`src/design/hhlp_pkg.sv`:
```
// ----------------------------------------------------------------------------
// hhlp_pkg
// Types, character codes and the header-name table shared by the header
// length parser.
// ----------------------------------------------------------------------------
`default_nettype none

package hhlp_pkg;

	// character codes
	localparam logic [7:0] CHR_NUL   = 8'h00;
	localparam logic [7:0] CHR_TAB   = 8'h09;
	localparam logic [7:0] CHR_LF    = 8'h0A;
	localparam logic [7:0] CHR_CR    = 8'h0D;
	localparam logic [7:0] CHR_SPACE = 8'h20;
	localparam logic [7:0] CHR_ZERO  = 8'h30;
	localparam logic [7:0] CHR_NINE  = 8'h39;
	localparam logic [7:0] CHR_COLON = 8'h3A;

	// length of the matched header name and its reset-time default body length
	localparam logic [3:0]  NAME_LEN            = 4'd14;
	localparam logic [31:0] DEFAULT_BODY_LENGTH = 32'd1000000;

	typedef enum logic [2:0] {
		PH_HEADER = 3'b001,
		PH_BODY   = 3'b010,
		PH_DONE   = 3'b100
	} phase_t;

	typedef enum logic [2:0] {
		VS_SKIP   = 3'b001,
		VS_DIGITS = 3'b010,
		VS_DONE   = 3'b100
	} value_state_t;

	typedef enum logic [1:0] {
		KIND_HEADER  = 2'd0,
		KIND_HDR_END = 2'd1,
		KIND_BODY    = 2'd2,
		KIND_IGNORED = 2'd3
	} byte_kind_t;

	// per-line parse state
	typedef struct packed {
		logic         at_line_start;
		logic         name_is_empty;
		logic         in_value;
		logic         name_ended;
		logic [3:0]   name_match_pos;
		logic         name_mismatch;
		value_state_t value_state;
	} line_state_t;

	localparam line_state_t LINE_CLEAR = '{
		at_line_start:  1'b1,
		name_is_empty:  1'b0,
		in_value:       1'b0,
		name_ended:     1'b0,
		name_match_pos: 4'd0,
		name_mismatch:  1'b0,
		value_state:    VS_SKIP
	};

	// events raised by a line-terminating byte
	typedef struct packed {
		logic header_end;
		logic take_length;
	} line_event_t;

	// characters of the Content-Length header name
	function automatic logic [7:0] name_char(input logic [3:0] pos);
		logic [7:0] c;
		case (pos)
			4'd0:    c = "C";
			4'd1:    c = "o";
			4'd2:    c = "n";
			4'd3:    c = "t";
			4'd4:    c = "e";
			4'd5:    c = "n";
			4'd6:    c = "t";
			4'd7:    c = "-";
			4'd8:    c = "L";
			4'd9:    c = "e";
			4'd10:   c = "n";
			4'd11:   c = "g";
			4'd12:   c = "t";
			4'd13:   c = "h";
			default: c = CHR_NUL;
		endcase
		return c;
	endfunction

endpackage

`default_nettype wire

```
`src/design/hhlp_if.sv`:
```
// ----------------------------------------------------------------------------
// hhlp channels
// Valid/ready channels for the byte input, the parse result and the
// default-length configuration write.
// ----------------------------------------------------------------------------
`default_nettype none

interface hhlp_in_if;
	logic       valid;
	logic       ready;
	logic [7:0] data_byte;
	logic       new_message;

	modport source (output valid, output data_byte, output new_message, input ready);
	modport sink   (input valid, input data_byte, input new_message, output ready);
endinterface

interface hhlp_out_if;
	logic        valid;
	logic        ready;
	logic [1:0]  byte_kind;
	logic        body_last;
	logic        length_declared;
	logic [31:0] body_len;
	logic [7:0]  data_out;

	modport source (
		output valid, output byte_kind, output body_last, output length_declared,
		output body_len, output data_out, input ready
	);
	modport sink (
		input valid, input byte_kind, input body_last, input length_declared,
		input body_len, input data_out, output ready
	);
endinterface

interface hhlp_cfg_if;
	logic        valid;
	logic        ready;
	logic [31:0] data;

	modport source (output valid, output data, input ready);
	modport sink   (input valid, input data, output ready);
endinterface

`default_nettype wire

```
`src/design/http_header_length_parser.sv`:
```
// Pipeline: an accepted byte is held in the input register, and its result is
// then registered in the result register, where it waits until it is taken.
// Throughput: one byte per cycle; the input register fills when it is empty or
// advancing, and both advance whenever the result register is empty or taken.
// Reset: clears all parse state to the start of a header and sets the default
// body length to 1000000; the configuration port is always ready.
// ----------------------------------------------------------------------------
// http_header_length_parser
// Streams HTTP response bytes, finds the header end and the Content-Length
// value, and tags each byte as header, header end, body or ignored.
// ----------------------------------------------------------------------------
`default_nettype none

module http_header_length_parser #(
	parameter int LENGTH_BITS = 32
) (
	input wire logic   clk,
	input wire logic   arst_n,
	hhlp_cfg_if.sink   cfg,
	hhlp_in_if.sink    byte_in,
	hhlp_out_if.source result
);
	import hhlp_pkg::*;

	// configuration
	logic [31:0] dflt_len_q;

	// input stage
	logic       valid_s1;
	logic [7:0] data_s1;
	logic       newmsg_s1;

	// result stage
	logic        valid_s2;
	byte_kind_t  kind_s2;
	logic        last_s2;
	logic        seen_s2;
	logic [31:0] body_len_s2;
	logic [7:0]  data_s2;

	// parse state
	phase_t                 phase_q;
	line_state_t            line_q;
	logic                   prev_cr_q;
	logic [LENGTH_BITS-1:0] accum_q;
	logic [LENGTH_BITS-1:0] declared_q;
	logic                   seen_q;
	logic [LENGTH_BITS-1:0] remaining_q;

	// state as seen by the current byte (restart applied)
	phase_t                 phase_cur;
	line_state_t            line_cur;
	logic                   prev_cr_cur;
	logic [LENGTH_BITS-1:0] accum_cur;
	logic [LENGTH_BITS-1:0] declared_cur;
	logic                   seen_cur;
	logic [LENGTH_BITS-1:0] remaining_cur;

	// next state
	phase_t                 phase_d;
	line_state_t            line_d;
	logic                   prev_cr_d;
	logic [LENGTH_BITS-1:0] accum_d;
	logic [LENGTH_BITS-1:0] declared_d;
	logic                   seen_d;
	logic [LENGTH_BITS-1:0] remaining_d;
	byte_kind_t             kind_d;
	logic                   last_d;
	logic [31:0]            body_len_d;

	// line parser outputs
	line_state_t            line_nxt;
	logic                   prev_cr_nxt;
	logic [LENGTH_BITS-1:0] accum_nxt;
	line_event_t            evt;

	logic advance;
	logic fire;

	// handshake control
	assign advance      = !valid_s2 || result.ready;
	assign fire         = valid_s1 && advance;
	assign byte_in.ready = !valid_s1 || advance;
	assign cfg.ready    = 1'b1;

	// hold the default body length
	always_ff @(posedge clk or negedge arst_n) begin
		if (!arst_n) begin
			dflt_len_q <= DEFAULT_BODY_LENGTH;
		end else if (cfg.valid && cfg.ready) begin
			dflt_len_q <= cfg.data;
		end
	end

	// capture an input transaction
	always_ff @(posedge clk or negedge arst_n) begin
		if (!arst_n) begin
			valid_s1 <= 1'b0;
		end else if (byte_in.ready) begin
			valid_s1 <= byte_in.valid;
		end
	end

	always_ff @(posedge clk) begin
		if (byte_in.valid && byte_in.ready) begin
			data_s1   <= byte_in.data_byte;
			newmsg_s1 <= byte_in.new_message;
		end
	end

	// apply a message restart ahead of the byte
	assign phase_cur     = newmsg_s1 ? PH_HEADER : phase_q;
	assign line_cur      = newmsg_s1 ? LINE_CLEAR : line_q;
	assign prev_cr_cur   = newmsg_s1 ? 1'b0 : prev_cr_q;
	assign accum_cur     = newmsg_s1 ? '0 : accum_q;
	assign declared_cur  = newmsg_s1 ? '0 : declared_q;
	assign seen_cur      = newmsg_s1 ? 1'b0 : seen_q;
	assign remaining_cur = newmsg_s1 ? '0 : remaining_q;

	hhlp_line_parser #(
		.LENGTH_BITS (LENGTH_BITS)
	) u_line_parser (
		.data_byte   (data_s1),
		.line_cur    (line_cur),
		.prev_cr_cur (prev_cr_cur),
		.accum_cur   (accum_cur),
		.line_nxt    (line_nxt),
		.prev_cr_nxt (prev_cr_nxt),
		.accum_nxt   (accum_nxt),
		.evt         (evt)
	);

	// message phase sequencing
	always_comb begin
		phase_d     = phase_cur;
		line_d      = line_cur;
		prev_cr_d   = prev_cr_cur;
		accum_d     = accum_cur;
		declared_d  = declared_cur;
		seen_d      = seen_cur;
		remaining_d = remaining_cur;
		kind_d      = KIND_IGNORED;
		last_d      = 1'b0;
		unique case (phase_cur)
			PH_HEADER: begin
				kind_d    = KIND_HEADER;
				line_d    = line_nxt;
				prev_cr_d = prev_cr_nxt;
				accum_d   = accum_nxt;
				if (evt.take_length) begin
					declared_d = accum_cur;
					seen_d     = 1'b1;
				end
				if (evt.header_end) begin
					kind_d      = KIND_HDR_END;
					declared_d  = seen_cur ? declared_cur : LENGTH_BITS'(dflt_len_q);
					remaining_d = declared_d;
					phase_d     = (declared_d == '0) ? PH_DONE : PH_BODY;
				end
			end
			PH_BODY: begin
				kind_d = KIND_BODY;
				if (remaining_cur != '0) begin
					remaining_d = remaining_cur - LENGTH_BITS'(1);
				end
				if (remaining_d == '0) begin
					last_d  = 1'b1;
					phase_d = PH_DONE;
				end
			end
			default: begin
				kind_d  = KIND_IGNORED;
				phase_d = PH_DONE;
			end
		endcase
		body_len_d = (phase_d == PH_HEADER) ? 32'd0 : 32'(declared_d);
	end

	// commit parse state on each processed transaction
	always_ff @(posedge clk or negedge arst_n) begin
		if (!arst_n) begin
			phase_q     <= PH_HEADER;
			line_q      <= LINE_CLEAR;
			prev_cr_q   <= 1'b0;
			accum_q     <= '0;
			declared_q  <= '0;
			seen_q      <= 1'b0;
			remaining_q <= '0;
		end else if (fire) begin
			phase_q     <= phase_d;
			line_q      <= line_d;
			prev_cr_q   <= prev_cr_d;
			accum_q     <= accum_d;
			declared_q  <= declared_d;
			seen_q      <= seen_d;
			remaining_q <= remaining_d;
		end
	end

	// result register
	always_ff @(posedge clk or negedge arst_n) begin
		if (!arst_n) begin
			valid_s2 <= 1'b0;
		end else if (advance) begin
			valid_s2 <= valid_s1;
		end
	end

	always_ff @(posedge clk) begin
		if (fire) begin
			kind_s2     <= kind_d;
			last_s2     <= last_d;
			seen_s2     <= seen_d;
			body_len_s2 <= body_len_d;
			data_s2     <= data_s1;
		end
	end

	assign result.valid           = valid_s2;
	assign result.byte_kind       = kind_s2;
	assign result.body_last       = last_s2;
	assign result.length_declared = seen_s2;
	assign result.body_len        = body_len_s2;
	assign result.data_out        = data_s2;

	// checks
	a_last_is_body: assert property (@(posedge clk) disable iff (!arst_n)
		result.valid && result.body_last |-> result.byte_kind == KIND_BODY)
		else $error("body_last flagged on a non-body byte");

	a_header_len_zero: assert property (@(posedge clk) disable iff (!arst_n)
		result.valid && (result.byte_kind == KIND_HEADER) |-> result.body_len == 32'd0)
		else $error("body length shown before header end");

	a_s1_hold: assert property (@(posedge clk) disable iff (!arst_n)
		valid_s1 && !advance |=> valid_s1 && $stable(data_s1))
		else $error("input stage lost a stalled transaction");

	a_name_pos: assert property (@(posedge clk) disable iff (!arst_n)
		line_q.name_match_pos <= NAME_LEN)
		else $error("name match position out of range");

endmodule

`default_nettype wire

```
`src/design/hhlp_line_parser.sv`:
```
// ----------------------------------------------------------------------------
// hhlp_line_parser
// Next-state logic for one header byte: line ending, name/value split,
// Content-Length name match and saturating decimal value accumulation.
// ----------------------------------------------------------------------------
`default_nettype none

module hhlp_line_parser #(
	parameter int LENGTH_BITS = 32
) (
	input  wire logic [7:0]             data_byte,
	input  wire hhlp_pkg::line_state_t  line_cur,
	input  wire logic                   prev_cr_cur,
	input  wire logic [LENGTH_BITS-1:0] accum_cur,
	output      hhlp_pkg::line_state_t  line_nxt,
	output      logic                   prev_cr_nxt,
	output      logic [LENGTH_BITS-1:0] accum_nxt,
	output      hhlp_pkg::line_event_t  evt
);
	import hhlp_pkg::*;

	logic                   colon_split;
	logic                   line_end;
	logic                   is_digit;
	logic                   is_blank;
	logic [3:0]             digit_val;
	logic [LENGTH_BITS+3:0] accum_x10;
	logic                   accum_ovf;

	// classify the byte
	assign colon_split = (data_byte == CHR_COLON) && !line_cur.in_value;
	assign line_end    = !colon_split && (data_byte == CHR_LF) && prev_cr_cur;
	assign is_digit    = (data_byte >= CHR_ZERO) && (data_byte <= CHR_NINE);
	assign is_blank    = (data_byte == CHR_SPACE) ||
		((data_byte >= CHR_TAB) && (data_byte <= CHR_CR));
	assign digit_val   = is_digit ? data_byte[3:0] : 4'd0;

	// accum * 10 + digit, with overflow past the length width detected
	assign accum_x10 = ({4'd0, accum_cur} << 3) + ({4'd0, accum_cur} << 1) +
		(LENGTH_BITS+4)'(digit_val);
	assign accum_ovf = |accum_x10[LENGTH_BITS+3:LENGTH_BITS];

	// advance the line state
	always_comb begin
		line_nxt    = line_cur;
		prev_cr_nxt = (data_byte == CHR_CR);
		accum_nxt   = accum_cur;
		evt         = '0;
		if (line_end) begin
			prev_cr_nxt = 1'b0;
			if (line_cur.name_is_empty) begin
				evt.header_end = 1'b1;
			end else begin
				evt.take_length = line_cur.in_value && !line_cur.name_mismatch &&
					(line_cur.name_match_pos == NAME_LEN);
				line_nxt  = LINE_CLEAR;
				accum_nxt = '0;
			end
		end else begin
			// a lone CR at line start followed by anything else is part of the name
			if (prev_cr_cur && line_cur.name_is_empty && !line_cur.in_value &&
				!line_cur.name_ended) begin
				line_nxt.name_is_empty = 1'b0;
			end
			if (colon_split) begin
				if (line_cur.at_line_start) begin
					line_nxt.name_is_empty = 1'b1;
				end
				line_nxt.in_value    = 1'b1;
				line_nxt.value_state = VS_SKIP;
				accum_nxt            = '0;
			end else if (!line_cur.in_value) begin
				if (line_cur.at_line_start &&
					((data_byte == CHR_CR) || (data_byte == CHR_NUL))) begin
					line_nxt.name_is_empty = 1'b1;
				end
				if (!line_cur.name_ended) begin
					if (data_byte == CHR_NUL) begin
						line_nxt.name_ended = 1'b1;
					end else if ((line_cur.name_match_pos < NAME_LEN) &&
						(data_byte == name_char(line_cur.name_match_pos))) begin
						line_nxt.name_match_pos = line_cur.name_match_pos + 4'd1;
					end else begin
						line_nxt.name_mismatch = 1'b1;
					end
				end
			end else begin
				unique case (line_cur.value_state)
					VS_SKIP: begin
						if (is_digit) begin
							accum_nxt            = LENGTH_BITS'(digit_val);
							line_nxt.value_state = VS_DIGITS;
						end else if ((data_byte == CHR_NUL) || !is_blank) begin
							line_nxt.value_state = VS_DONE;
						end
					end
					VS_DIGITS: begin
						if (!is_digit) begin
							line_nxt.value_state = VS_DONE;
						end else if (accum_ovf) begin
							accum_nxt = '1;
						end else begin
							accum_nxt = accum_x10[LENGTH_BITS-1:0];
						end
					end
					default: begin
					end
				endcase
			end
			line_nxt.at_line_start = 1'b0;
		end
	end

endmodule

`default_nettype wire
```
`src/flat_wrapper.sv`:
```
// flat-port wrapper written by rule: the top's interface ports become plain ports
module http_header_length_parser_flat import hhlp_pkg::*;
#(
	parameter int LENGTH_BITS = 32
)
  (clk, arst_n, cfg_valid, cfg_data, cfg_ready, byte_in_valid, byte_in_data_byte, byte_in_new_message, byte_in_ready, result_valid, result_byte_kind, result_body_last, result_length_declared, result_body_len, result_data_out, result_ready);
  hhlp_cfg_if cfg_i ();
  hhlp_in_if byte_in_i ();
  hhlp_out_if result_i ();
  input wire logic clk;
  input wire logic arst_n;
  input wire logic [$bits(cfg_i.valid)-1:0] cfg_valid;
  input wire logic [$bits(cfg_i.data)-1:0] cfg_data;
  output wire logic [$bits(cfg_i.ready)-1:0] cfg_ready;
  input wire logic [$bits(byte_in_i.valid)-1:0] byte_in_valid;
  input wire logic [$bits(byte_in_i.data_byte)-1:0] byte_in_data_byte;
  input wire logic [$bits(byte_in_i.new_message)-1:0] byte_in_new_message;
  output wire logic [$bits(byte_in_i.ready)-1:0] byte_in_ready;
  output wire logic [$bits(result_i.valid)-1:0] result_valid;
  output wire logic [$bits(result_i.byte_kind)-1:0] result_byte_kind;
  output wire logic [$bits(result_i.body_last)-1:0] result_body_last;
  output wire logic [$bits(result_i.length_declared)-1:0] result_length_declared;
  output wire logic [$bits(result_i.body_len)-1:0] result_body_len;
  output wire logic [$bits(result_i.data_out)-1:0] result_data_out;
  input wire logic [$bits(result_i.ready)-1:0] result_ready;
  assign cfg_i.valid = cfg_valid;
  assign cfg_i.data = cfg_data;
  assign cfg_ready = cfg_i.ready;
  assign byte_in_i.valid = byte_in_valid;
  assign byte_in_i.data_byte = byte_in_data_byte;
  assign byte_in_i.new_message = byte_in_new_message;
  assign byte_in_ready = byte_in_i.ready;
  assign result_valid = result_i.valid;
  assign result_byte_kind = result_i.byte_kind;
  assign result_body_last = result_i.body_last;
  assign result_length_declared = result_i.length_declared;
  assign result_body_len = result_i.body_len;
  assign result_data_out = result_i.data_out;
  assign result_i.ready = result_ready;
  http_header_length_parser #(.LENGTH_BITS(LENGTH_BITS)) u_core (.clk(clk), .arst_n(arst_n), .cfg(cfg_i), .byte_in(byte_in_i), .result(result_i));
endmodule
```
`config.mk`:
```
export PLATFORM = sky130hd
export DESIGN_NAME = http_header_length_parser_flat
export DESIGN_NICKNAME = d
export VERILOG_FILES = /design/src/design/hhlp_pkg.sv /design/src/design/hhlp_if.sv /design/src/design/http_header_length_parser.sv /design/src/design/hhlp_line_parser.sv /design/src/flat_wrapper.sv
export SDC_FILE = /design/constraint.sdc
export NUM_CORES = 1
export LEC_CHECK = 0
export BUFFER_PORTS_ARGS = -buffer_cell sky130_fd_sc_hd__clkbuf_2
export CAP_MARGIN = 15
export CORE_AREA = 2 2 146 184
export DETAILED_ROUTE_END_ITERATION = 12
export DIE_AREA = 0 0 148 186
export GPL_TIMING_DRIVEN = 0
export PLACE_DENSITY = 0.76
export SLEW_MARGIN = 0
export SYNTH_ARGS = -nofsm -noshare
export SYNTH_HDL_FRONTEND = slang
export SYNTH_SLANG_ARGS = --single-unit
```
`constraint.sdc`:
```
create_clock -name clk -period 10.5 [get_ports clk]
set_input_delay 1.05 -clock clk [delete_from_list [all_inputs] [get_ports clk]]
set_output_delay 1.05 -clock clk [all_outputs]
set_load 0.02 [all_outputs]
```
==> impl_metrics.env <==
export IMPL_clock_latency_ns=0.47
export IMPL_vias=13700
export IMPL_tns_ns=0
export IMPL_peakVddDrop_v=0.000194
export IMPL_routed_via_density=6.53
export IMPL_pwr_share_clk=0.188
export IMPL_layout_drive_gt1_share=0.131
export IMPL_first_pass_iters=5
export IMPL_synth_area_leaders="dfrtp_1, edfxtp_1, nand2_1, o21ai_0, ha_1"
export IMPL_setup_viol=0
export IMPL_ys_warn_count=0
export IMPL_cts_buffers=17
export IMPL_dr_first_iter_drc_count=1599
export IMPL_drc_errors=0
export IMPL_ios=93
export IMPL_cts_tree="done"
export IMPL_synth_edf_count=53
export IMPL_synth_area_um2=14000
export IMPL_num_rows=66
export IMPL_arrival_ns=8.51
export IMPL_hp_class="reg -> reg"
export IMPL_cts_sinks=200
export IMPL_placed_area_um2=14900
export IMPL_holdBufCountCts=0
export IMPL_skew_ns=0.0153
export IMPL_yosysTopAreaCell="dfrtp_1"
export IMPL_netlist_area_leader_share=0.245
export IMPL_post_route_min_period_ns=8.18
export IMPL_die_width_um=148
export IMPL_post_cts_buffers=0
export IMPL_drv_cap=0
export IMPL_dpl_hpwl_mm=36.3
export IMPL_port_buffers=90
export IMPL_track_usage=0.355
export IMPL_syn_area_per_cell_um2=8.56
export IMPL_antenna_found_initial=1
export IMPL_grt_max_degree=105
export IMPL_fmax_mhz=122
export IMPL_seq_area_frac_synth=0.378
export IMPL_critPathLaunchType="register"
export IMPL_grt_pass1_wl_mm=75.0
export IMPL_rsz0062_at_grt="false"
export IMPL_switching_power_mw=1.85
export IMPL_drv_slew=0
export IMPL_power_frac_comb=0.546
export IMPL_final_core_util=0.604
export IMPL_cp_end_kind="register"
export IMPL_intPower_mw=2.03
export IMPL_layout_commonest_cell="nand2_1"
export IMPL_wl_mm=48.3
export IMPL_design_core_area_um2=25800
export IMPL_place_gp_congestion=0.969
export IMPL_start_util=0.543
export IMPL_maxSlewHeadroom=0.245
export IMPL_worst_slew_pin_slew_ns=1.10
export IMPL_layout_common_cells="nand2_1, o21ai_0, a21oi_1"
export IMPL_layout_nets=1864
export IMPL_outcome="completed"
export IMPL_critical_path_class="reg -> reg"
export IMPL_pwr_share_seq=0.266
export IMPL_clkTransAtPathRegs_ns=0.08
export IMPL_synthArstFlopShare=0.735
export IMPL_grt_pass1_vias=13200
export IMPL_power_density_nw_per_um2=249
export IMPL_p_leak_nw=6.70
export IMPL_die_area_um2=27500
export IMPL_postSynth_topFlopCell="dfrtp_1"
export IMPL_ant_nets=0
export IMPL_wl_per_cell_um=23.0
export IMPL_clockRootBuffer="clkbuf_16"
export IMPL_syn_to_final_growth_pct=11.2
export IMPL_worstPathMaxFanout=10
export IMPL_hold_violations=0
export IMPL_syn_inst=1634
export IMPL_grt_overflow=0
export IMPL_crit_required_ns=10.83
export IMPL_cts_repair_resized=0
export IMPL_finalCritPeriodShare=0.779
export IMPL_htree_levels=4
export IMPL_ys_ff_latch=200
export IMPL_syn_nets=1752
export IMPL_synth_cell_types=99
export IMPL_fin_area_um2=15600
export IMPL_swShare=0.478
export IMPL_cts_path_max_buffers=2
export IMPL_die_y_um=186
==> stage by stage <==
stage	hold slack, ns	setup slack, ns	cells	total power [mW]
after CTS	0.456	2.53	2099	3.81
after global placement	0.432	2.50	2064	3.09
after detailed placement	0.438	2.58	2067	3.08
after floorplan	0.424	5.26	1634	2.50
final	0.454	2.32	2100	3.88
after global routing	0.466	2.05	2099	4.07
==> power by group through the flow <==
stage | sequential, mW | combinational (mW) | clock [mW]
after floorplan | 1.01 | 1.49 | 0
after global placement | 1.04 | 2.06 | 0
after detailed placement | 1.04 | 2.04 | 0
after CTS | 1.02 | 2.06 | 0.728
after global routing | 1.04 | 2.27 | 0.756
final | 1.03 | 2.12 | 0.729
==> cell type report <==
| class | instances | area, um2 |
|---|---|---|
| fillers | 2326 | 10200 |
| multi-input cells | 1304 | 8070 |
| flip-flops and latches | 200 | 5280 |
| plain buffers | 99 | 513 |
| repair buffers | 93 | 497 |
| clock buffers | 18 | 450 |
| well taps | 340 | 425 |
| clock inverters | 14 | 193 |
| inverters | 31 | 116 |
| diodes | 1 | 2.50 |
==> layer usage <==
| metal | vias up | part of all wire | track usage |
|---|---|---|---|
| li1 | 6238 | - | - |
| met1 | 6601 | 0.40 | 0.448 |
| met2 | 746 | 0.48 | 0.598 |
| met3 | 128 | 0.073 | 0.0436 |
| met4 | 0 | 0.052 | 0.184 |
| met5 | - | 0 | 0 |
==> registers in the layout (all words and copies together) (netlist names) <==
signal	flops
u_core.accum_q	32
u_core.dflt_len_q	32
u_core.result.data_out	8
u_core.data_s1	8
u_core.seen_q	1
u_core.remaining_q	32
u_core.result.valid	1
u_core.newmsg_s1	1
u_core.declared_q	32
u_core.result.byte_kind	2
u_core.valid_s1	1
u_core.prev_cr_q	1
u_core.result.body_len	32
u_core.result.body_last	1
u_core.result.length_declared	1
u_core.phase_q	3
u_core.line_q	12
==> worst paths after layout <==
| kind | start | end | slack [ns] | cells past startpoint |
|---|---|---|---|---|
| max reg2reg | u_core.newmsg_s1 | u_core.accum_q[0] | 2.32 | 20 |
| min | u_core.data_s1[0] | u_core.result.data_out[0] | 0.45 | 0 |
| max in group asynchronous | arst_n | u_core.remaining_q[20] | 9.10 | 2 |
| min in group asynchronous | arst_n | u_core.accum_q[18] | 0.51 | 1 |
| max | u_core.newmsg_s1 | u_core.accum_q[0] | 2.32 | 20 |
| min reg2reg | u_core.data_s1[0] | u_core.result.data_out[0] | 0.45 | 0 |
==> Yosys cell counts (6+ instances only) <==
| cell type | instances |
|---|---|
| o31ai_1 | 14 |
| o22ai_1 | 11 |
| nor3_1 | 25 |
| a211oi_1 | 9 |
| mux2_2 | 35 |
| nand3_1 | 24 |
| nand4_1 | 20 |
| edfxtp_1 | 53 |
| mux2i_1 | 12 |
| buf_6 | 7 |
| or3_1 | 11 |
| xor2_1 | 17 |
| or2_2 | 12 |
| dfrtp_1 | 137 |
| clkbuf_1 | 73 |
| a21o_1 | 30 |
| o21ai_0 | 181 |
| ha_1 | 70 |
| o21a_1 | 8 |
| buf_1 | 6 |
| nand2b_1 | 13 |
| nor2b_1 | 39 |
| o311ai_0 | 9 |
| nor2_1 | 88 |
| nor4_1 | 29 |
| a31oi_1 | 22 |
| inv_1 | 30 |
| and3_1 | 9 |
| o211ai_1 | 7 |
| nand2_1 | 269 |
| a21oi_1 | 173 |
| clkbuf_8 | 6 |
| a22o_1 | 25 |
| and2_1 | 6 |
| dfstp_2 | 10 |
| xnor2_1 | 24 |
| a2111oi_0 | 6 |
==> cell families after synthesis <==
logic type | synth area share
mux | 0.0368
flops | 0.378
compound gates | 0.251
simple gates | 0.198
xor+xnor | 0.0257
other cells | 0.000268
fa+ha+maj | 0.0655
buf+inv | 0.0450
==> worst max-delay path, cell delays in order (launching register included) <==
cell and delay, ns:
edfxtp_1 0.56, inv_1 0.26, buf_6 0.21, clkbuf_1 0.56
clkbuf_8 0.34, clkbuf_1 0.61, clkbuf_1 0.63, nand2_1 0.27
fa_1 0.54, fa_1 0.49, nor2b_1 0.17, o211ai_1 0.16
a311oi_1 0.43, o21bai_1 0.20, a2111oi_0 0.91, o21ai_0 0.21
a21oi_1 0.29, nand2_1 0.26, clkbuf_1 0.34, o311ai_0 0.52
nand2_1 0.10
No activity file was read; power rests on OpenSTA's default activity.
